$ cat config.mk
export PLATFORM = sky130hd
export DESIGN_NAME = septet_pack_hex_codec_top
export DESIGN_NICKNAME = d
export VERILOG_FILES = /design/src/hdl/sphc_pkg.sv /design/src/hdl/sphc_front.sv /design/src/hdl/sphc_queue.sv /design/src/hdl/sphc_back.sv /design/src/hdl/septet_pack_hex_codec_top.sv
export SDC_FILE = /design/constraint.sdc
export NUM_CORES = 1
export LEC_CHECK = 0
export ABC_AREA = 0
export ABC_CLOCK_PERIOD_IN_PS = 5100
export BUFFER_PORTS_ARGS = -buffer_cell sky130_fd_sc_hd__buf_2
export CORE_UTILIZATION = 48
export DETAILED_ROUTE_END_ITERATION = 8
export SYNTH_ARGS = -nofsm -noshare
export SYNTH_HDL_FRONTEND = slang
export SYNTH_HIERARCHICAL = 1
export SYNTH_SLANG_ARGS = --single-unit
export TNS_END_PERCENT = 20
$ cat constraint.sdc
create_clock -name clk_i -period 5.1 [get_ports clk_i]
set_input_delay 0.255 -clock clk_i [delete_from_list [all_inputs] [get_ports clk_i]]
set_output_delay 0.255 -clock clk_i [all_outputs]
set_load 0.01 [all_outputs]
$ cat src/hdl/sphc_pkg.sv
package sphc_pkg;

  // One input item.
  typedef struct packed {
    logic [7:0] in_byte;
    logic       end_of_message;
  } in_item_t;

  // One result item.
  typedef struct packed {
    logic [7:0] out_byte;
    logic       last_of_run;
  } out_item_t;

  // Work handed from the front to the back. A job carries one or two bytes.
  // In hex form each byte leaves as two ASCII digits, otherwise as itself.
  typedef struct packed {
    logic       hex;
    logic       two;
    logic [7:0] byte0;
    logic [7:0] byte1;
  } job_t;

  typedef struct packed {
    logic       ok;
    logic [3:0] val;
  } hex_val_t;

  localparam logic [6:0] SeptetMask = 7'h7F;
  localparam logic [3:0] SeptetBits = 4'd7;
  localparam logic [3:0] OctetBits  = 4'd8;

  function automatic hex_val_t hex_value(input logic [7:0] c);
    hex_val_t r;
    r = '0;
    if (c >= "0" && c <= "9") begin
      r.ok  = 1'b1;
      r.val = 4'(c - "0");
    end else if (c >= "a" && c <= "f") begin
      r.ok  = 1'b1;
      r.val = 4'(c - "a" + 8'd10);
    end else if (c >= "A" && c <= "F") begin
      r.ok  = 1'b1;
      r.val = 4'(c - "A" + 8'd10);
    end
    return r;
  endfunction

  function automatic logic [7:0] hex_digit(input logic [3:0] n);
    logic [7:0] r;
    if (n < 4'd10) begin
      r = 8'("0") + {4'b0, n};
    end else begin
      r = 8'("a") + {4'b0, n} - 8'd10;
    end
    return r;
  endfunction

endpackage

$ cat src/hdl/sphc_front.sv
module sphc_front (
  input  logic               clk_i,
  input  logic               rst_ni,
  input  logic               cfg_we_i,
  input  logic               cfg_data_i,
  input  logic               in_valid_i,
  output logic               in_ready_o,
  input  sphc_pkg::in_item_t in_data_i,
  input  logic               q_full_i,
  output logic               push_o,
  output sphc_pkg::job_t     job_o
);

  logic       dir_q, dir_d;
  logic [6:0] acc_q, acc_d;
  logic [2:0] cnt_q, cnt_d;
  logic [7:0] first_q, first_d;
  logic       have_q, have_d;

  logic        accept;
  logic [13:0] comb;
  logic [3:0]  tot;
  logic [7:0]  oct;
  logic [7:0]  mask;
  logic [7:0]  shifted;
  logic [6:0]  sept;
  logic [6:0]  carry;
  logic [3:0]  sh_next;
  sphc_pkg::hex_val_t hi, lo;

  assign in_ready_o = !q_full_i;
  assign accept     = in_valid_i && in_ready_o;

  always_comb begin
    acc_d   = acc_q;
    cnt_d   = cnt_q;
    first_d = first_q;
    have_d  = have_q;
    dir_d   = dir_q;
    job_o   = '0;
    push_o  = 1'b0;
    comb    = 14'({7'b0, acc_q} | (14'(in_data_i.in_byte[6:0]) << cnt_q));
    tot     = {1'b0, cnt_q} + sphc_pkg::SeptetBits;
    hi      = sphc_pkg::hex_value(first_q);
    lo      = sphc_pkg::hex_value(in_data_i.in_byte);
    if (!hi.ok) begin
      oct = 8'h00;
    end else if (lo.ok) begin
      oct = {hi.val, lo.val};
    end else begin
      oct = {4'b0, hi.val};
    end
    mask    = 8'(sphc_pkg::SeptetMask) >> cnt_q;
    shifted = (oct & mask) << cnt_q;
    sept    = shifted[6:0] | acc_q;
    carry   = 7'(oct >> (3'd7 - cnt_q));
    sh_next = {1'b0, cnt_q} + 4'd1;
    job_o.hex = !dir_q;

    if (cfg_we_i) begin
      dir_d   = cfg_data_i;
      acc_d   = '0;
      cnt_d   = '0;
      first_d = '0;
      have_d  = 1'b0;
    end else if (accept) begin
      if (!dir_q) begin
        // Packing: add seven bits, emit an octet once eight are pending.
        if (tot >= sphc_pkg::OctetBits) begin
          job_o.byte0 = comb[7:0];
          push_o      = 1'b1;
          acc_d       = {1'b0, comb[13:8]};
          cnt_d       = 3'(tot - sphc_pkg::OctetBits);
        end else begin
          acc_d = comb[6:0];
          cnt_d = tot[2:0];
        end
        if (in_data_i.end_of_message) begin
          if (cnt_d != 3'd0) begin
            if (push_o) begin
              job_o.two   = 1'b1;
              job_o.byte1 = {1'b0, acc_d};
            end else begin
              job_o.byte0 = {1'b0, acc_d};
            end
            push_o = 1'b1;
          end
          acc_d = '0;
          cnt_d = '0;
        end
      end else begin
        // Unpacking: the second character of a pair completes an octet.
        if (!have_q) begin
          first_d = in_data_i.in_byte;
          have_d  = 1'b1;
        end else begin
          first_d     = '0;
          have_d      = 1'b0;
          push_o      = 1'b1;
          job_o.byte0 = {1'b0, sept};
          if (sh_next >= sphc_pkg::SeptetBits) begin
            // A seventh octet leaves a whole septet in the carry.
            job_o.two   = 1'b1;
            job_o.byte1 = {1'b0, carry};
            acc_d       = '0;
            cnt_d       = '0;
          end else begin
            acc_d = carry;
            cnt_d = sh_next[2:0];
          end
        end
        if (in_data_i.end_of_message) begin
          acc_d   = '0;
          cnt_d   = '0;
          first_d = '0;
          have_d  = 1'b0;
        end
      end
    end
  end

  always_ff @(posedge clk_i or negedge rst_ni) begin
    if (!rst_ni) begin
      dir_q   <= 1'b0;
      acc_q   <= '0;
      cnt_q   <= '0;
      first_q <= '0;
      have_q  <= 1'b0;
    end else begin
      dir_q   <= dir_d;
      acc_q   <= acc_d;
      cnt_q   <= cnt_d;
      first_q <= first_d;
      have_q  <= have_d;
    end
  end

endmodule

$ cat src/hdl/sphc_queue.sv
module sphc_queue #(
  parameter int unsigned DEPTH = 4
) (
  input  logic           clk_i,
  input  logic           rst_ni,
  input  logic           push_i,
  input  sphc_pkg::job_t push_data_i,
  output logic           full_o,
  input  logic           pop_i,
  output logic           head_valid_o,
  output sphc_pkg::job_t head_data_o
);

  localparam int unsigned PtrW = $clog2(DEPTH);
  localparam int unsigned CntW = $clog2(DEPTH + 1);
  localparam logic [PtrW-1:0] LastPtr = PtrW'(DEPTH - 1);
  localparam logic [CntW-1:0] DepthCnt = CntW'(DEPTH);

  sphc_pkg::job_t  slots_q [DEPTH];
  logic [PtrW-1:0] wr_q, wr_d;
  logic [PtrW-1:0] rd_q, rd_d;
  logic [CntW-1:0] cnt_q, cnt_d;
  logic            do_push, do_pop;

  assign full_o       = (cnt_q == DepthCnt);
  assign head_valid_o = (cnt_q != '0);
  assign head_data_o  = slots_q[rd_q];
  assign do_push      = push_i && !full_o;
  assign do_pop       = pop_i && head_valid_o;

  always_comb begin
    wr_d  = wr_q;
    rd_d  = rd_q;
    cnt_d = cnt_q;
    if (do_push) begin
      wr_d = (wr_q == LastPtr) ? '0 : wr_q + 1'b1;
    end
    if (do_pop) begin
      rd_d = (rd_q == LastPtr) ? '0 : rd_q + 1'b1;
    end
    if (do_push && !do_pop) begin
      cnt_d = cnt_q + 1'b1;
    end else if (do_pop && !do_push) begin
      cnt_d = cnt_q - 1'b1;
    end
  end

  always_ff @(posedge clk_i or negedge rst_ni) begin
    if (!rst_ni) begin
      wr_q  <= '0;
      rd_q  <= '0;
      cnt_q <= '0;
    end else begin
      wr_q  <= wr_d;
      rd_q  <= rd_d;
      cnt_q <= cnt_d;
    end
  end

  always_ff @(posedge clk_i) begin
    if (do_push) begin
      slots_q[wr_q] <= push_data_i;
    end
  end

  a_no_push_when_full: assert property (@(posedge clk_i) disable iff (!rst_ni)
    push_i |-> !full_o) else $error("job pushed into a full queue");
  a_no_pop_when_empty: assert property (@(posedge clk_i) disable iff (!rst_ni)
    pop_i |-> head_valid_o) else $error("job popped from an empty queue");
  a_count_bound: assert property (@(posedge clk_i) disable iff (!rst_ni)
    cnt_q <= DepthCnt) else $error("queue fill count out of range");

endmodule

$ cat src/hdl/sphc_back.sv
module sphc_back (
  input  logic                clk_i,
  input  logic                rst_ni,
  input  logic                head_valid_i,
  input  sphc_pkg::job_t      head_data_i,
  output logic                pop_o,
  output logic                out_valid_o,
  input  logic                out_ready_i,
  output sphc_pkg::out_item_t out_data_o
);

  logic [1:0] idx_q, idx_d;
  logic [1:0] last_idx;
  logic       is_last;
  logic       xfer;
  logic [7:0] sel;

  assign last_idx    = head_data_i.hex ? {head_data_i.two, 1'b1} : {1'b0, head_data_i.two};
  assign is_last     = (idx_q == last_idx);
  assign out_valid_o = head_valid_i;
  assign xfer        = out_valid_o && out_ready_i;
  assign pop_o       = xfer && is_last;

  always_comb begin
    if (head_data_i.hex) begin
      sel = idx_q[1] ? head_data_i.byte1 : head_data_i.byte0;
      out_data_o.out_byte = sphc_pkg::hex_digit(idx_q[0] ? sel[3:0] : sel[7:4]);
    end else begin
      sel = idx_q[0] ? head_data_i.byte1 : head_data_i.byte0;
      out_data_o.out_byte = sel;
    end
    out_data_o.last_of_run = is_last;
  end

  always_comb begin
    idx_d = idx_q;
    if (xfer) begin
      idx_d = is_last ? 2'd0 : idx_q + 2'd1;
    end
  end

  always_ff @(posedge clk_i or negedge rst_ni) begin
    if (!rst_ni) begin
      idx_q <= '0;
    end else begin
      idx_q <= idx_d;
    end
  end

  a_mid_job_has_head: assert property (@(posedge clk_i) disable iff (!rst_ni)
    (idx_q != 2'd0) |-> head_valid_i) else $error("result index advanced without a job");
  a_idx_in_range: assert property (@(posedge clk_i) disable iff (!rst_ni)
    head_valid_i |-> (idx_q <= last_idx)) else $error("result index beyond job length");
  a_pop_resets_idx: assert property (@(posedge clk_i) disable iff (!rst_ni)
    pop_o |=> (idx_q == 2'd0)) else $error("result index not cleared after job");

endmodule

$ cat src/hdl/septet_pack_hex_codec_top.sv
// Streaming 7-bit septet codec. With direction 0 each input transfer adds the
// low seven bits of its character to a bit stream packed LSB first, and every
// finished octet leaves as two lowercase hex digits, high nibble first; an
// item marked end_of_message flushes leftover bits as one more octet. With
// direction 1 input characters are paired into hex octets and unpacked into
// septets, one per octet plus an extra one after every seventh octet. Writing
// direction clears the codec state and must happen only while the block is
// idle. The front classifies an item in the cycle it is accepted and queues
// the resulting bytes; the back emits one result transfer per cycle while
// out_ready_i is high, and the first result of an item follows once earlier
// jobs have left the queue. Throughput is set by that single output byte per
// cycle: packing averages seven eighths of an octet per item, so about 1.75
// hex digits per item, with up to four results on a flushing item.
// Input is held off only while the job queue is full.
module septet_pack_hex_codec_top #(
  parameter int unsigned QUEUE_DEPTH = 4
) (
  input  logic                clk_i,
  input  logic                rst_ni,
  input  logic                cfg_we_i,
  input  logic                cfg_data_i,
  input  logic                in_valid_i,
  output logic                in_ready_o,
  input  sphc_pkg::in_item_t  in_data_i,
  output logic                out_valid_o,
  input  logic                out_ready_i,
  output sphc_pkg::out_item_t out_data_o
);

  // Jobs move from the front to the back through a small queue, so an
  // input transfer can proceed while earlier results still wait downstream.
  logic           push;
  logic           q_full;
  logic           pop;
  logic           head_valid;
  sphc_pkg::job_t job;
  sphc_pkg::job_t head;

  sphc_front u_front (
    .clk_i      (clk_i),
    .rst_ni     (rst_ni),
    .cfg_we_i   (cfg_we_i),
    .cfg_data_i (cfg_data_i),
    .in_valid_i (in_valid_i),
    .in_ready_o (in_ready_o),
    .in_data_i  (in_data_i),
    .q_full_i   (q_full),
    .push_o     (push),
    .job_o      (job)
  );

  sphc_queue #(
    .DEPTH (QUEUE_DEPTH)
  ) u_queue (
    .clk_i        (clk_i),
    .rst_ni       (rst_ni),
    .push_i       (push),
    .push_data_i  (job),
    .full_o       (q_full),
    .pop_i        (pop),
    .head_valid_o (head_valid),
    .head_data_o  (head)
  );

  // The back walks through the bytes of the head job, one result per cycle while out_ready_i is high.
  sphc_back u_back (
    .clk_i        (clk_i),
    .rst_ni       (rst_ni),
    .head_valid_i (head_valid),
    .head_data_i  (head),
    .pop_o        (pop),
    .out_valid_o  (out_valid_o),
    .out_ready_i  (out_ready_i),
    .out_data_o   (out_data_o)
  );

  a_ready_tracks_queue: assert property (@(posedge clk_i) disable iff (!rst_ni)
    in_ready_o == !q_full) else $error("input ready disagrees with queue space");
  a_out_needs_job: assert property (@(posedge clk_i) disable iff (!rst_ni)
    out_valid_o |-> head_valid) else $error("result offered without a queued job");
  a_push_then_valid: assert property (@(posedge clk_i) disable iff (!rst_ni)
    push |=> out_valid_o) else $error("queued job not offered at the output");

endmodule
### After elaboration in Yosys (flattened, before gate mapping)

Memory sizes are Yosys's and may differ from the RTL's.
Cells that the tools add are included.

| word-level totals | value |
|---|---|
| input bits | 15 |
| word-level logic and storage cells | 155 |
| bits in registers | 29 |
| output and inout port bits | 11 |
| RAM bits | 72 |
| memories kept | 1 |

Memory list:

| memory | words | width | rd ports | clocked after memory_dff | wr ports | line | text |
|---|---|---|---|---|---|---|---|
| u_queue.slots_q | 4 | 18 | 1 | 0 | 1 | sphc_queue.sv:19 | `sphc_pkg::job_t slots_q [DEPTH];` |

| cells by class | value |
|---|---|
| add/subtract/negate cells | 22 |
| shifts and indexed selects | 4 |
| bitwise gates (word level) | 3 |
| reduce and logical (&&, ||, !) cells | 24 |
| eq/ne operators | 5 |
| mux-type cells | 72 |
| magnitude comparators | 15 |

Operator list:

| cell | count |
|---|---|
| $mux W8 | 13 |
| $mux W17 | 6 |
| $mux W7 | 10 |
| $mux W3 | 13 |
| $ge A8 B7 Y1 const B | 4 |
| $le A8 B7 Y1 const B | 4 |
| $mux W5 | 6 |
| $sub A4 B1 Y4 const B | 6 |
| $mux W1 | 19 |
| $add A4 B4 Y4 const B | 4 |
| $ge A8 B6 Y1 const B | 2 |
| $le A8 B6 Y1 const B | 2 |
| $or A7 B14 Y14 | 1 |
| $shl A7 B3 Y14 | 1 |
| $logic_and A1 B1 Y1 | 13 |
| $add A7 B4 Y8 const A | 1 |
| $and A8 B8 Y8 | 1 |
| $mux W2 | 4 |
| $shl A8 B3 Y7 | 1 |
| $shr A7 B3 Y8 const A | 1 |
| $shr A8 B3 Y7 | 1 |
| $sub A8 B4 Y8 const B | 1 |
| $add A6 B4 Y7 const A | 1 |
| $or A7 B7 Y7 | 1 |
| 18 further kinds | 29 |

### Logic depth before layout (Yosys ltp)

Gate-level depths: netlist (run 1).

| depth | value |
|---|---|
| depth in word-level cells | 17 |
| mapped depth | 17 |
| mapped depth without buffers | 14 |

### Cells and area by module

Netlist (run 1), hierarchy kept.

Modules (own cells, without submodules):

| module | sequential area each (µm²) | cells an instance | area each (µm²) | times used |
|---|---|---|---|---|
| sphc_queue | 2337.2 | 131 | 3071.7 | 1 |
| sphc_front | 500.5 | 358 | 2681.3 | 1 |
| sphc_back | 50.0 | 58 | 509.2 | 1 |

### Least setup slack after synthesis (run 1)

No wires, ideal clock.

| path | value |
|---|---|
| kind | reg-to-reg |
| from | register u_front.cnt_q[0] |
| to | register u_queue.cnt_q[2] |
| required time | 5.021 ns |
| slack | 1.587 ns |
| clock period less this slack | 3.513 ns |
| path buffers | 3 |
| stages on the path, launching flop included | 18 |
| data arrival time | 3.434 ns |
| setup time | 0.079 ns |
| cell sequence | dfrtp_1 clkbuf_1 inv_1 clkbuf_1 ha_1 ha_1 a21boi_0 nor2_1 a21o_1 inv_1 nor2b_2 buf_6 ha_1 inv_1 fa_1 xor2_1 nor2_1 xor2_1 |

| between the ends | value |
|---|---|
| longest elaborated chain between the ends | 16 |
| elaborated cells between the ends (all ways) | 23 |
| classes of those cells | add/sub: 2; order compare: 1; mux: 14; reduce/logical: 6 |

Ends and longest elaborated chain:

| element | line | text |
|---|---|---|
| from (decl) | sphc_front.sv:16 | `logic [2:0] cnt_q, cnt_d;` |
| from (signal assigned) | sphc_front.sv:132 | `cnt_q <= cnt_d;` |
| $add A3 B3 Y4 * | sphc_front.sv:43 | `tot = {1'b0, cnt_q} + sphc_pkg::SeptetBits;` |
| $ge A4 B4 Y1 or $sub A3 B1 Y3 (tied branches) | sphc_front.sv:69, sphc_front.sv:73 |  |
| $mux W3 | sphc_front.sv:69 | `if (tot >= sphc_pkg::OctetBits) begin` |
| $mux W3 | sphc_front.sv:67 | `if (!dir_q) begin` |
| $mux W3 | sphc_front.sv:66 | `end else if (accept) begin` |
| $mux W3 | sphc_front.sv:60 | `if (cfg_we_i) begin` |
| $reduce_bool A3 Y1 | sphc_front.sv:79 | `if (cnt_d != 3'd0) begin` |
| $mux W1 | sphc_front.sv:79 |  |
| [2 not listed] | -- |  |
| $mux W1 * | sphc_front.sv:66 |  |
| $mux W1 * | sphc_front.sv:60 |  |
| net push | septet_pack_hex_codec_top.sv:32 | `logic push;` |
| $logic_and A1 B1 Y1 * | sphc_queue.sv:28 | `assign do_push = push_i && !full_o;` |
| net u_queue.do_push | sphc_queue.sv:23 | `logic do_push, do_pop;` |
| $logic_not A1 Y1 | sphc_queue.sv:43 | `end else if (do_pop && !do_push) begin` |
| $logic_and A1 B1 Y1 | sphc_queue.sv:43 |  |
| $reduce_bool A2 Y1 (no source line) | -- |  |
| to (signal assigned) | sphc_queue.sv:56 | `cnt_q <= cnt_d;` |
| to (decl) | sphc_queue.sv:22 | `logic [CntW-1:0] cnt_q, cnt_d;` |

Mark *: on every way through the listed nets, which the timed path passes. The rest lies on a longest branch. The select of a mux whose other input is x is not followed.
A chain may end at the register's enable or synchronous reset.

### Worst setup path after layout (run 1)

| path | value |
|---|---|
| from | register u_front.cnt_q[1] |
| to | register u_queue.cnt_q[2] |

| between the ends | value |
|---|---|
| longest elaborated chain between the ends | 16 |
| elaborated cells between the ends (all ways) | 23 |
| classes of those cells | add/sub: 2; order compare: 1; mux: 14; reduce/logical: 6 |

Ends and longest elaborated chain:

| element | line | text |
|---|---|---|
| $add A3 B3 Y4 * | sphc_front.sv:43 |  |
| $ge A4 B4 Y1 or $sub A3 B1 Y3 (tied branches) | sphc_front.sv:69, sphc_front.sv:73 |  |
| $mux W3 | sphc_front.sv:69 |  |
| $mux W3 | sphc_front.sv:67 |  |
| $mux W3 | sphc_front.sv:66 |  |
| $mux W3 | sphc_front.sv:60 |  |
| $reduce_bool A3 Y1 | sphc_front.sv:79 |  |
| $mux W1 | sphc_front.sv:79 |  |
| $mux W1 * | sphc_front.sv:78 | `if (in_data_i.end_of_message) begin` |
| $mux W1 * | sphc_front.sv:67 |  |
| $mux W1 * | sphc_front.sv:66 |  |
| $mux W1 * | sphc_front.sv:60 |  |
| net push | septet_pack_hex_codec_top.sv:32 |  |
| $logic_and A1 B1 Y1 * | sphc_queue.sv:28 |  |
| $logic_not A1 Y1 | sphc_queue.sv:43 |  |
| $logic_and A1 B1 Y1 | sphc_queue.sv:43 |  |
| $reduce_bool A2 Y1 (no source line) | -- |  |

Marked as above.

==> results.ini, run 1 <==
[grt]
gr-usage-all-layers=0.2415
grt-ovfl-total=0
antenna_found_initial=0
grt_max_degree=39
grt_first_pass_wirelength_mm=24.14
grt_pass1_vias=4388

[routing]
vias_per_cell=6.274
wl_mm=15.43
dr.pass1.iters=5
drt_iter0_drc=395
vias=4586
ant_nets=0
drc=0
wl_per_cell_um=21.11

[clock_tree]
cts_sinks=101
clk_pin_slew_ns=0.07
cts_root_buf=clkbuf_16
cts-resized-gates=0
clockBufferDepth=2
cts_buffers=9
h-tree-depth=3
clock_latency_ns=0.35
cts_tree=built

[power]
max-vdd-ir-drop_v=0.0002679
p_leak_nw=2.445
total_power_mw=2.899
p_per_area_nw_per_um2=426.7

[worst_setup_path]
startpoint_type=flop
critical_path_required_ns=5.37
cp-end-kind=flop
critPathArrivalTime_ns=3.86
crit_fanout=25
crit_type=reg2reg

[floorplanning]
num_io_pins=26
die_h_um=116.2
row_count=41
start_util=0.4942
core_sq_um=12670
die-area_sq_um=13510
die_x_um=116.2

[cells_and_area]
mostFrequentLayoutCell=edfxtp_1
final_cells=731
synthToLayoutAreaGrowth_pct=8.471
num-fill-cells=1135
num_antenna_cells=0
nets=591
drive_gt1_frac=0.1986
final_cell_mix=edfxtp_1 (72), nand2_1 (44), nor2_1 (36)

[synth]
avgSynthCellArea_sq_um=11.45
synth.area.top_cells=edfxtp_1 (35%), dfrtp_1 (12%), mux4_2 (7.9%)
ys_ff_latch=101
async_flop_share=0.2871
netlist_area_sq_um=6262
ys_warn_count=6
synth_nets=584
synth_cell_types=93
synthCells=547
synth_top_cell_by_area=edfxtp_1
synth_edf_count=72
synth-seq-area-share=0.4611
synthFlopType=edfxtp_1
yosys.area.top_type_share=0.3453

[timing]
timing.final.ws_setup_ns=1.508
slew_headroom=0.4430
fin_worst_skew_ns=0.008420
maxSlewViolCount=0
fin_tns_setup_ns=0
hold_viol=0
finalSetupViolCount=0
fmax_mhz=278.4
fin_crit_ns=3.592
worst_slew_pin_slew_ns=0.8291
rsz0062_at_grt=false
timing.final.crit_share=0.7043

[placement]
gp_congestion=0.8850
pre_cts_slack_ns=1.560
hpwlAfterDp_mm=11.34
placedCellCount=714
io_buffers=25

[flow_run]
drv_cap=0

[min_path]
hp-class=in2reg

[outcome]
status=finished clean

==> area by class of cell <==
| class | instances | area (sq um) | area share |
|---|---|---|---|
| Multi-Input combinational cell | 385 | 3104 | 0.4570 |
| Sequential cell | 101 | 2888 | 0.4251 |
| Clock buffer | 9 | 225.2 | 0.03316 |
| Tap cell | 172 | 215.2 | 0.03168 |
| Timing Repair Buffer | 34 | 195.2 | 0.02873 |
| Inverter | 23 | 86.33 | 0.01271 |
| Clock inverter | 7 | 78.83 | 0.01160 |
==> cells by family after synthesis <==
| kind of cell | count (synthesis) | synth area share |
|---|---|---|
| compound gates | 155 | 0.1864 |
| mux | 37 | 0.1119 |
| flops | 101 | 0.4611 |
| other cells | 1 | 0.0005988 |
| fa+ha+maj | 22 | 0.04515 |
| buf+inv | 61 | 0.04316 |
| simple gates | 166 | 0.1461 |
| xor+xnor | 4 | 0.005595 |
==> synth_stat cells (3+ instances only) <==
| master | instances |
|---|---|
| edfxtp_1 | 72 |
| nor3b_1 | 6 |
| a21o_1 | 10 |
| mux2i_1 | 7 |
| a211oi_1 | 9 |
| o41ai_1 | 3 |
| and2_2 | 4 |
| a2111oi_0 | 4 |
| nand2_1 | 44 |
| ha_1 | 21 |
| nand2b_1 | 6 |
| o22ai_1 | 6 |
| or2_2 | 4 |
| o32ai_1 | 3 |
| buf_2 | 6 |
| or3_1 | 3 |
| nor2b_1 | 8 |
| a311oi_1 | 7 |
| o211ai_1 | 5 |
| a31oi_1 | 8 |
| mux4_2 | 22 |
| nor2_1 | 36 |
| nor3_1 | 15 |
| and3_1 | 3 |
| a21oi_1 | 24 |
| o31ai_1 | 5 |
| clkbuf_1 | 24 |
| inv_1 | 21 |
| a22o_1 | 8 |
| o2111a_1 | 3 |
| nand4_1 | 3 |
| o21ai_0 | 21 |
| mux2_4 | 4 |
| buf_4 | 5 |
| xor2_1 | 3 |
| nor4_1 | 3 |
| dfrtp_1 | 29 |
| nand3_1 | 9 |
==> worst paths after layout <==
check	from	end	slack [ns]	cells past startpoint
worst min register to register	u_front/acc_q[2]	u_front/acc_q[2]	0.51	2
min in group asynchronous	rst_ni	u_back/idx_q[0]	0.47	2
worst max-delay path	u_front/cnt_q[1]	u_queue/cnt_q[2]	1.51	15
worst max register to register	u_front/cnt_q[1]	u_queue/cnt_q[2]	1.51	15
worst min-delay path	cfg_data_i	u_front/dir_q	0.12	3
max in group asynchronous	rst_ni	u_front/cnt_q[1]	4.17	2
==> report_power, final <==
part	total, mW	leakage [nW]	internal (mW)	switching [mW]
clock network	0.688	0.151	0.354	0.333
registers	1.07	1.03	0.962	0.107
logic	1.14	1.27	0.539	0.603
==> critical path, cell delays in order (launching register included) <==
cell and delay [ns]:
dfrtp_1 0.32, buf_4 0.29, clkinv_1 0.14, ha_1 0.22
ha_1 0.29, a21boi_0 0.30, nor2_1 0.08, a21o_1 0.28
inv_1 0.18, nor2b_2 0.33, ha_1 0.25, inv_1 0.06
fa_1 0.37, xor2_1 0.15, nor2_1 0.11, xor2_1 0.15
==> state kept, by name, summed over array words and instances, names as in the netlist <==
| register | flops |
|---|---|
| u_back/idx_q | 2 |
| u_front/acc_q | 7 |
| u_front/cnt_q | 3 |
| u_front/dir_q | 1 |
| u_front/first_q | 8 |
| u_front/have_q | 1 |
| u_queue/cnt_q | 3 |
| u_queue/rd_q | 2 |
| u_queue/slots_q | 72 |
| u_queue/wr_q | 2 |
==> stage by stage <==
stage	hold WS [ns]	area [sq um]	util
2_1_floorplan	-0.04059	6262	-
3_3_place_gp	0.3244	6479	0.5113
3_5_place_dp	0.3295	6479	0.5113
4_1_cts	0.1221	6793	0.5361
5_1_grt	0.1651	6793	0.5361
6_report	0.1218	6793	0.5361
==> metal layers <==
layer,up-vias,GRT usage,part of all wire
met5,-,0,0
met4,0,0.08120,0.025
met1,2279,0.3171,0.44
met2,144,0.4075,0.49
li1,2133,-,-
met3,30,0.03892,0.038
==> timing repair <==
action | 4_1_cts | 5_1_grt
setup buffers | 0 | 0
hold endpoints to repair | 29 | 0
hold buffers | 1 | 0
Note: power is estimated with default switching activity, not from simulation.
==> inputs of run 2 (changes only) <==
--- a/config.mk
+++ b/config.mk
@@ -6,10 +6,11 @@
 export NUM_CORES = 1
 export LEC_CHECK = 0
 export ABC_AREA = 0
-export ABC_CLOCK_PERIOD_IN_PS = 5100
+export ABC_CLOCK_PERIOD_IN_PS = 3300
 export BUFFER_PORTS_ARGS = -buffer_cell sky130_fd_sc_hd__buf_2
 export CORE_UTILIZATION = 48
 export DETAILED_ROUTE_END_ITERATION = 8
+export PLACE_DENSITY = 0.67
 export SYNTH_ARGS = -nofsm -noshare
 export SYNTH_HDL_FRONTEND = slang
 export SYNTH_HIERARCHICAL = 1
==> constraint.sdc (replaced) <==
create_clock -name clk_i -period 3.3 [get_ports clk_i]
set_input_delay 0.165 -clock clk_i [delete_from_list [all_inputs] [get_ports clk_i]]
set_output_delay 0.165 -clock clk_i [all_outputs]
set_load 0.01 [all_outputs]
==> results.ini, run 2 (synthesis results as in run 1) <==
[worst_setup_path]
cp-startpoint=u_queue/rd_q[0]
startpoint_type=flop
worstPathCellList=mux4_2 -> buf_4 -> xor2_1 -> o211ai_1 -> a21oi_1 -> nand2_4 -> ha_1 -> inv_1 -> fa_1 -> mux2_2
crit_fanout=16
path_depth=10
critical_path.reg2reg.startpoint=u_queue/rd_q[0]
reg2reg_to=u_queue/cnt_q[1]
critical_path_required_ns=3.53
cp-end-kind=flop
critPathArrivalTime_ns=3.34
critPathSlowestCell=mux4_2
max_stage_delay_ns=0.55
r2r_setup_slack_ns=0.19
crit_buf_inv=2
crit_family=multiplexers
crit_type=reg2reg
crit_end=u_queue/cnt_q[1]
timing.reg2reg.worst_path_depth=10

[routing]
drc=0
wl_per_cell_um=20.34
vias_per_cell=6.330
drt_iter0_drc=531
dr.pass1.iters=5
vias=4697
ant_nets=0
wl_mm=15.09

[min_path]
hp-class=in2reg
worstHoldStart=cfg_data_i

[timing]
slew_headroom=0.3560
timing.final.crit_share=0.9427
worst_slew_pin_slew_ns=0.9660
fin_crit_ns=3.111
fin_tns_setup_ns=0
hold_viol=0
hold_ws_ns=0.03709
maxSlewViolCount=0
finalSetupViolCount=0
fin_worst_skew_ns=0.007456
fmax_mhz=321.5
rsz0062_at_grt=false

[placement]
io_buffers=25
hpwlAfterDp_mm=10.88
gp_congestion=0.9435

[floorplanning]
start_util=0.4942
core_sq_um=12670
die_x_um=116.2
die-area_sq_um=13510
row_count=41
num_io_pins=26
die_h_um=116.2

[clock_tree]
clock_latency_ns=0.35
cts_tree=built
cts_root_buf=clkbuf_16
cts_buffers=9
clk_pin_slew_ns=0.07
clockBufferDepth=2
cts_sinks=101
postCtsSetupBuffers=0
h-tree-depth=3

[grt]
antenna_found_initial=0
grt_first_pass_wirelength_mm=23.92
grt-ovfl-total=0
grt_pass1_vias=4619
gr-usage-all-layers=0.2366
grt_max_degree=38

[cells_and_area]
seq_area_sq_um=2889
reg_top3=u_queue/slots_q: 72 flops, u_front/first_q: 8 flops, u_front/acc_q: 7 flops
num_antenna_cells=0
regMostFlops=u_queue/slots_q
multi_input_area_sq_um=3117
nets=602
num-fill-cells=1066
synthToLayoutAreaGrowth_pct=10.13
final_cell_mix=edfxtp_1 (72), nand2_1 (44), nor2_1 (36)
drive_gt1_frac=0.2193
largest_reg_flops=72
mostFrequentLayoutCell=edfxtp_1

[power]
max-vdd-ir-drop_v=0.0003857
p_leak_nw=2.501
p_per_area_nw_per_um2=658.5

[outcome]
status=finished clean

[flow_run]
drv_cap=0

## run 2: how the worst min path moves through the flow
stage / end / slack [ns] / cells past startpoint
floorplan: u_back/idx_q[0] / -0.13 / 0
global route: u_front/dir_q / 0.05 / 3
CTS: u_front/dir_q / 0.02 / 3
finish: u_front/dir_q / 0.04 / 3
detailed placement: u_queue/cnt_q[0] / 0.26 / 1
global placement: u_front/dir_q / 0.26 / 1
## run 2: report_power, final
part / leakage [nW] / total (mW) / switching (mW) / internal [mW]
clock: 0.151 / 1.05 / 0.508 / 0.545
combinational: 1.33 / 1.88 / 1.01 / 0.873
sequential: 1.02 / 1.61 / 0.118 / 1.49
## run 2: metal layers
layer / part of all wire / track usage / vias to the layer above
li1: - / - / 2153
met2: 0.48 / 0.3890 / 213
met5: 0 / 0 / -
met1: 0.43 / 0.3128 / 2291
met4: 0.033 / 0.09573 / 0
met3: 0.058 / 0.03840 / 40
## run 2: worst min-delay path: cells and delay by family
kind,cells,cell delay (ns)
AO/OA/AOI/OAI,1,0.06
AND/OR/NAND/NOR,1,0.04
buffers and inverters,1,0.07
## run 2: metrics by stage
step	cell area (sq um)	utilization	total power, mW	setup WS (ns)	cells
final	6897	0.5443	4.542	0.1892	742
after global routing	6897	0.5443	4.820	0.02746	742
after CTS	6879	0.5429	4.579	0.04610	742
after detailed placement	6561	0.5178	3.504	0.07472	725
after global placement	6561	0.5178	3.423	0.2011	725
after floorplan	6265	-	3.028	0.0008602	547
## run 2: area by class of cell
cell class,instances,share of cell area
Clock buffer,9,0.03266
Timing Repair Buffer,45,0.04136
Sequential cell,101,0.4189
Inverter,23,0.01252
Multi-Input combinational cell,385,0.4519
Tap cell,172,0.03120
Clock inverter,7,0.01143
## run 2: what timing repair did
| item | 4_1_cts | 5_1_grt |
|---|---|---|
| hold buffers | 1 | 0 |
| pin swaps | 0 | 0 |
| gates resized for setup | 1 | 5 |
| setup endpoints to repair | 1 | 12 |
| endpoints found under the hold margin | 29 | 0 |
==> inputs of run 3 (changes only) <==
--- a/config.mk
+++ b/config.mk
@@ -8,9 +8,9 @@
 export ABC_AREA = 0
 export ABC_CLOCK_PERIOD_IN_PS = 3300
 export BUFFER_PORTS_ARGS = -buffer_cell sky130_fd_sc_hd__buf_2
-export CORE_UTILIZATION = 48
+export CORE_UTILIZATION = 54
 export DETAILED_ROUTE_END_ITERATION = 8
-export PLACE_DENSITY = 0.67
+export PLACE_DENSITY = 0.74
 export SYNTH_ARGS = -nofsm -noshare
 export SYNTH_HDL_FRONTEND = slang
 export SYNTH_HIERARCHICAL = 1
==> results.ini, run 3 (synthesis results as in run 1) <==
[outcome]
status=finished clean

[cells_and_area]
num-fill-cells=893
final_cell_mix=edfxtp_1 (72), nand2_1 (44), nor2_1 (36)
nets=608
regMostFlops=u_queue/slots_q
drive_gt1_frac=0.2226
synthToLayoutAreaGrowth_pct=10.25
num_antenna_cells=0
mostFrequentLayoutCell=edfxtp_1
largest_reg_flops=72
multi_input_area_sq_um=3113
seq_area_sq_um=2888
reg_top3=u_queue/slots_q: 72 flops, u_front/first_q: 8 flops, u_front/acc_q: 7 flops
final_cells=715
post-route-util=0.6232

[timing]
fin_crit_ns=3.144
hold_viol=0
hold_ws_ns=0.02242
finalSetupViolCount=0
slew_headroom=0.3945
rsz0062_at_grt=false
timing.final.crit_share=0.9527
fin_worst_skew_ns=0.005160
fmax_mhz=318.1
maxSlewViolCount=0
worst_slew_pin_slew_ns=0.8854
fin_tns_setup_ns=0
timing.final.ws_setup_ns=0.1563

[routing]
wl_per_cell_um=21.74
drt_iter0_drc=567
ant_nets=0
vias_per_cell=6.516
wl_mm=15.54
vias=4659
dr.pass1.iters=5
drc=0

[floorplanning]
die_h_um=109.7
die_x_um=109.7
core_sq_um=11080
die-area_sq_um=12030
row_count=38
start_util=0.5653
num_io_pins=26

[min_path]
hp-class=in2reg

[clock_tree]
clk_pin_slew_ns=0.07
cts_buffers=9
cts_root_buf=clkbuf_16
clockBufferDepth=2
cts_sinks=101
h-tree-depth=3
clock_latency_ns=0.35
cts_tree=built

[worst_setup_path]
crit_fanout=16
critPathArrivalTime_ns=3.37
critical_path_required_ns=3.53
worstPathCellList=mux4_2 -> buf_4 -> xor2_1 -> o211ai_1 -> a21oi_1 -> nand2_4 -> ha_1 -> inv_1 -> fa_1 -> mux2_2
critPathSlowestCell=mux4_2
r2r_setup_slack_ns=0.16
max_stage_delay_ns=0.55
crit_type=reg2reg
cp-end-kind=flop
startpoint_type=flop

[placement]
gp_congestion=1.000
hpwlAfterDp_mm=11.24
io_buffers=25
pre_cts_slack_ns=0.1979
placedCellCount=699

[grt]
antenna_found_initial=0
grt_pass1_vias=4549
grt_max_degree=38
grt-ovfl-total=0
grt_first_pass_wirelength_mm=24.52
gr-usage-all-layers=0.2791

[flow_run]
drv_cap=0

[power]
p_leak_nw=2.532
max-vdd-ir-drop_v=0.0004742
p_per_area_nw_per_um2=667.9

run 3: where the power goes:
group          total, mW  internal, mW  switching (mW)
logic               1.88         0.874            1.00
clock network       1.13         0.665           0.464
registers           1.60          1.49           0.115
total               4.61          3.03            1.58
run 3: routing by layer:
| metal | share of wire | wire length (um) | track usage |
|---|---|---|---|
| met1 | 0.43 | 6702 | 0.3673 |
| met3 | 0.059 | 914 | 0.05513 |
| met5 | 0 | 0 | 0 |
| met2 | 0.48 | 7517 | 0.4578 |
| met4 | 0.026 | 407 | 0.1048 |
run 3: what timing repair did:
| action | in CTS | in global routing |
|---|---|---|
| buffers inserted | 0 | 0 |
| hold buffers | 1 | 0 |
| gates resized for setup | 0 | 4 |
| endpoints found under the setup margin | 0 | 12 |
| hold endpoints to repair | 29 | 0 |
run 3: worst paths after layout:
check	startpoint	to	cells after the start
worst max-delay path	u_queue/rd_q[0]	u_queue/cnt_q[1]	10
worst min-delay path	cfg_data_i	u_front/dir_q	3
worst max register to register	u_queue/rd_q[0]	u_queue/cnt_q[1]	10
worst min register to register	u_queue/cnt_q[2]	u_queue/cnt_q[2]	1
max in group asynchronous	rst_ni	u_front/acc_q[1]	2
min in group asynchronous	rst_ni	u_front/have_q	2
run 3: layout make-up:
class / count / area share
multi-input combinational: 385 / 0.4509
inverter: 23 / 0.01250
clock buffer: 10 / 0.03316
timing repair buffer: 51 / 0.04784
sequential: 101 / 0.4183
clock inverter: 5 / 0.01196
tap: 140 / 0.02537
run 3: critical path, delay by kind of cell, from the launching register on:
kind,cells,cell delay (ns)
multiplexers,2,0.83
adder cells (fa/ha/maj),2,0.62
flip-flops,1,0.48
AO/OA/AOI/OAI,2,0.47
buffers and inverters,2,0.29
XOR/XNOR,1,0.22
AND/OR/NAND/NOR,1,0.11
run 3: per-stage QoR:
stage          total power, mW  cell area (sq um)
4_1_cts                  4.637               6888
2_1_floorplan            3.028               6265
3_3_place_gp             3.419               6566
6_report                 4.611               6904
3_5_place_dp             3.497               6566
5_1_grt                  4.909               6904
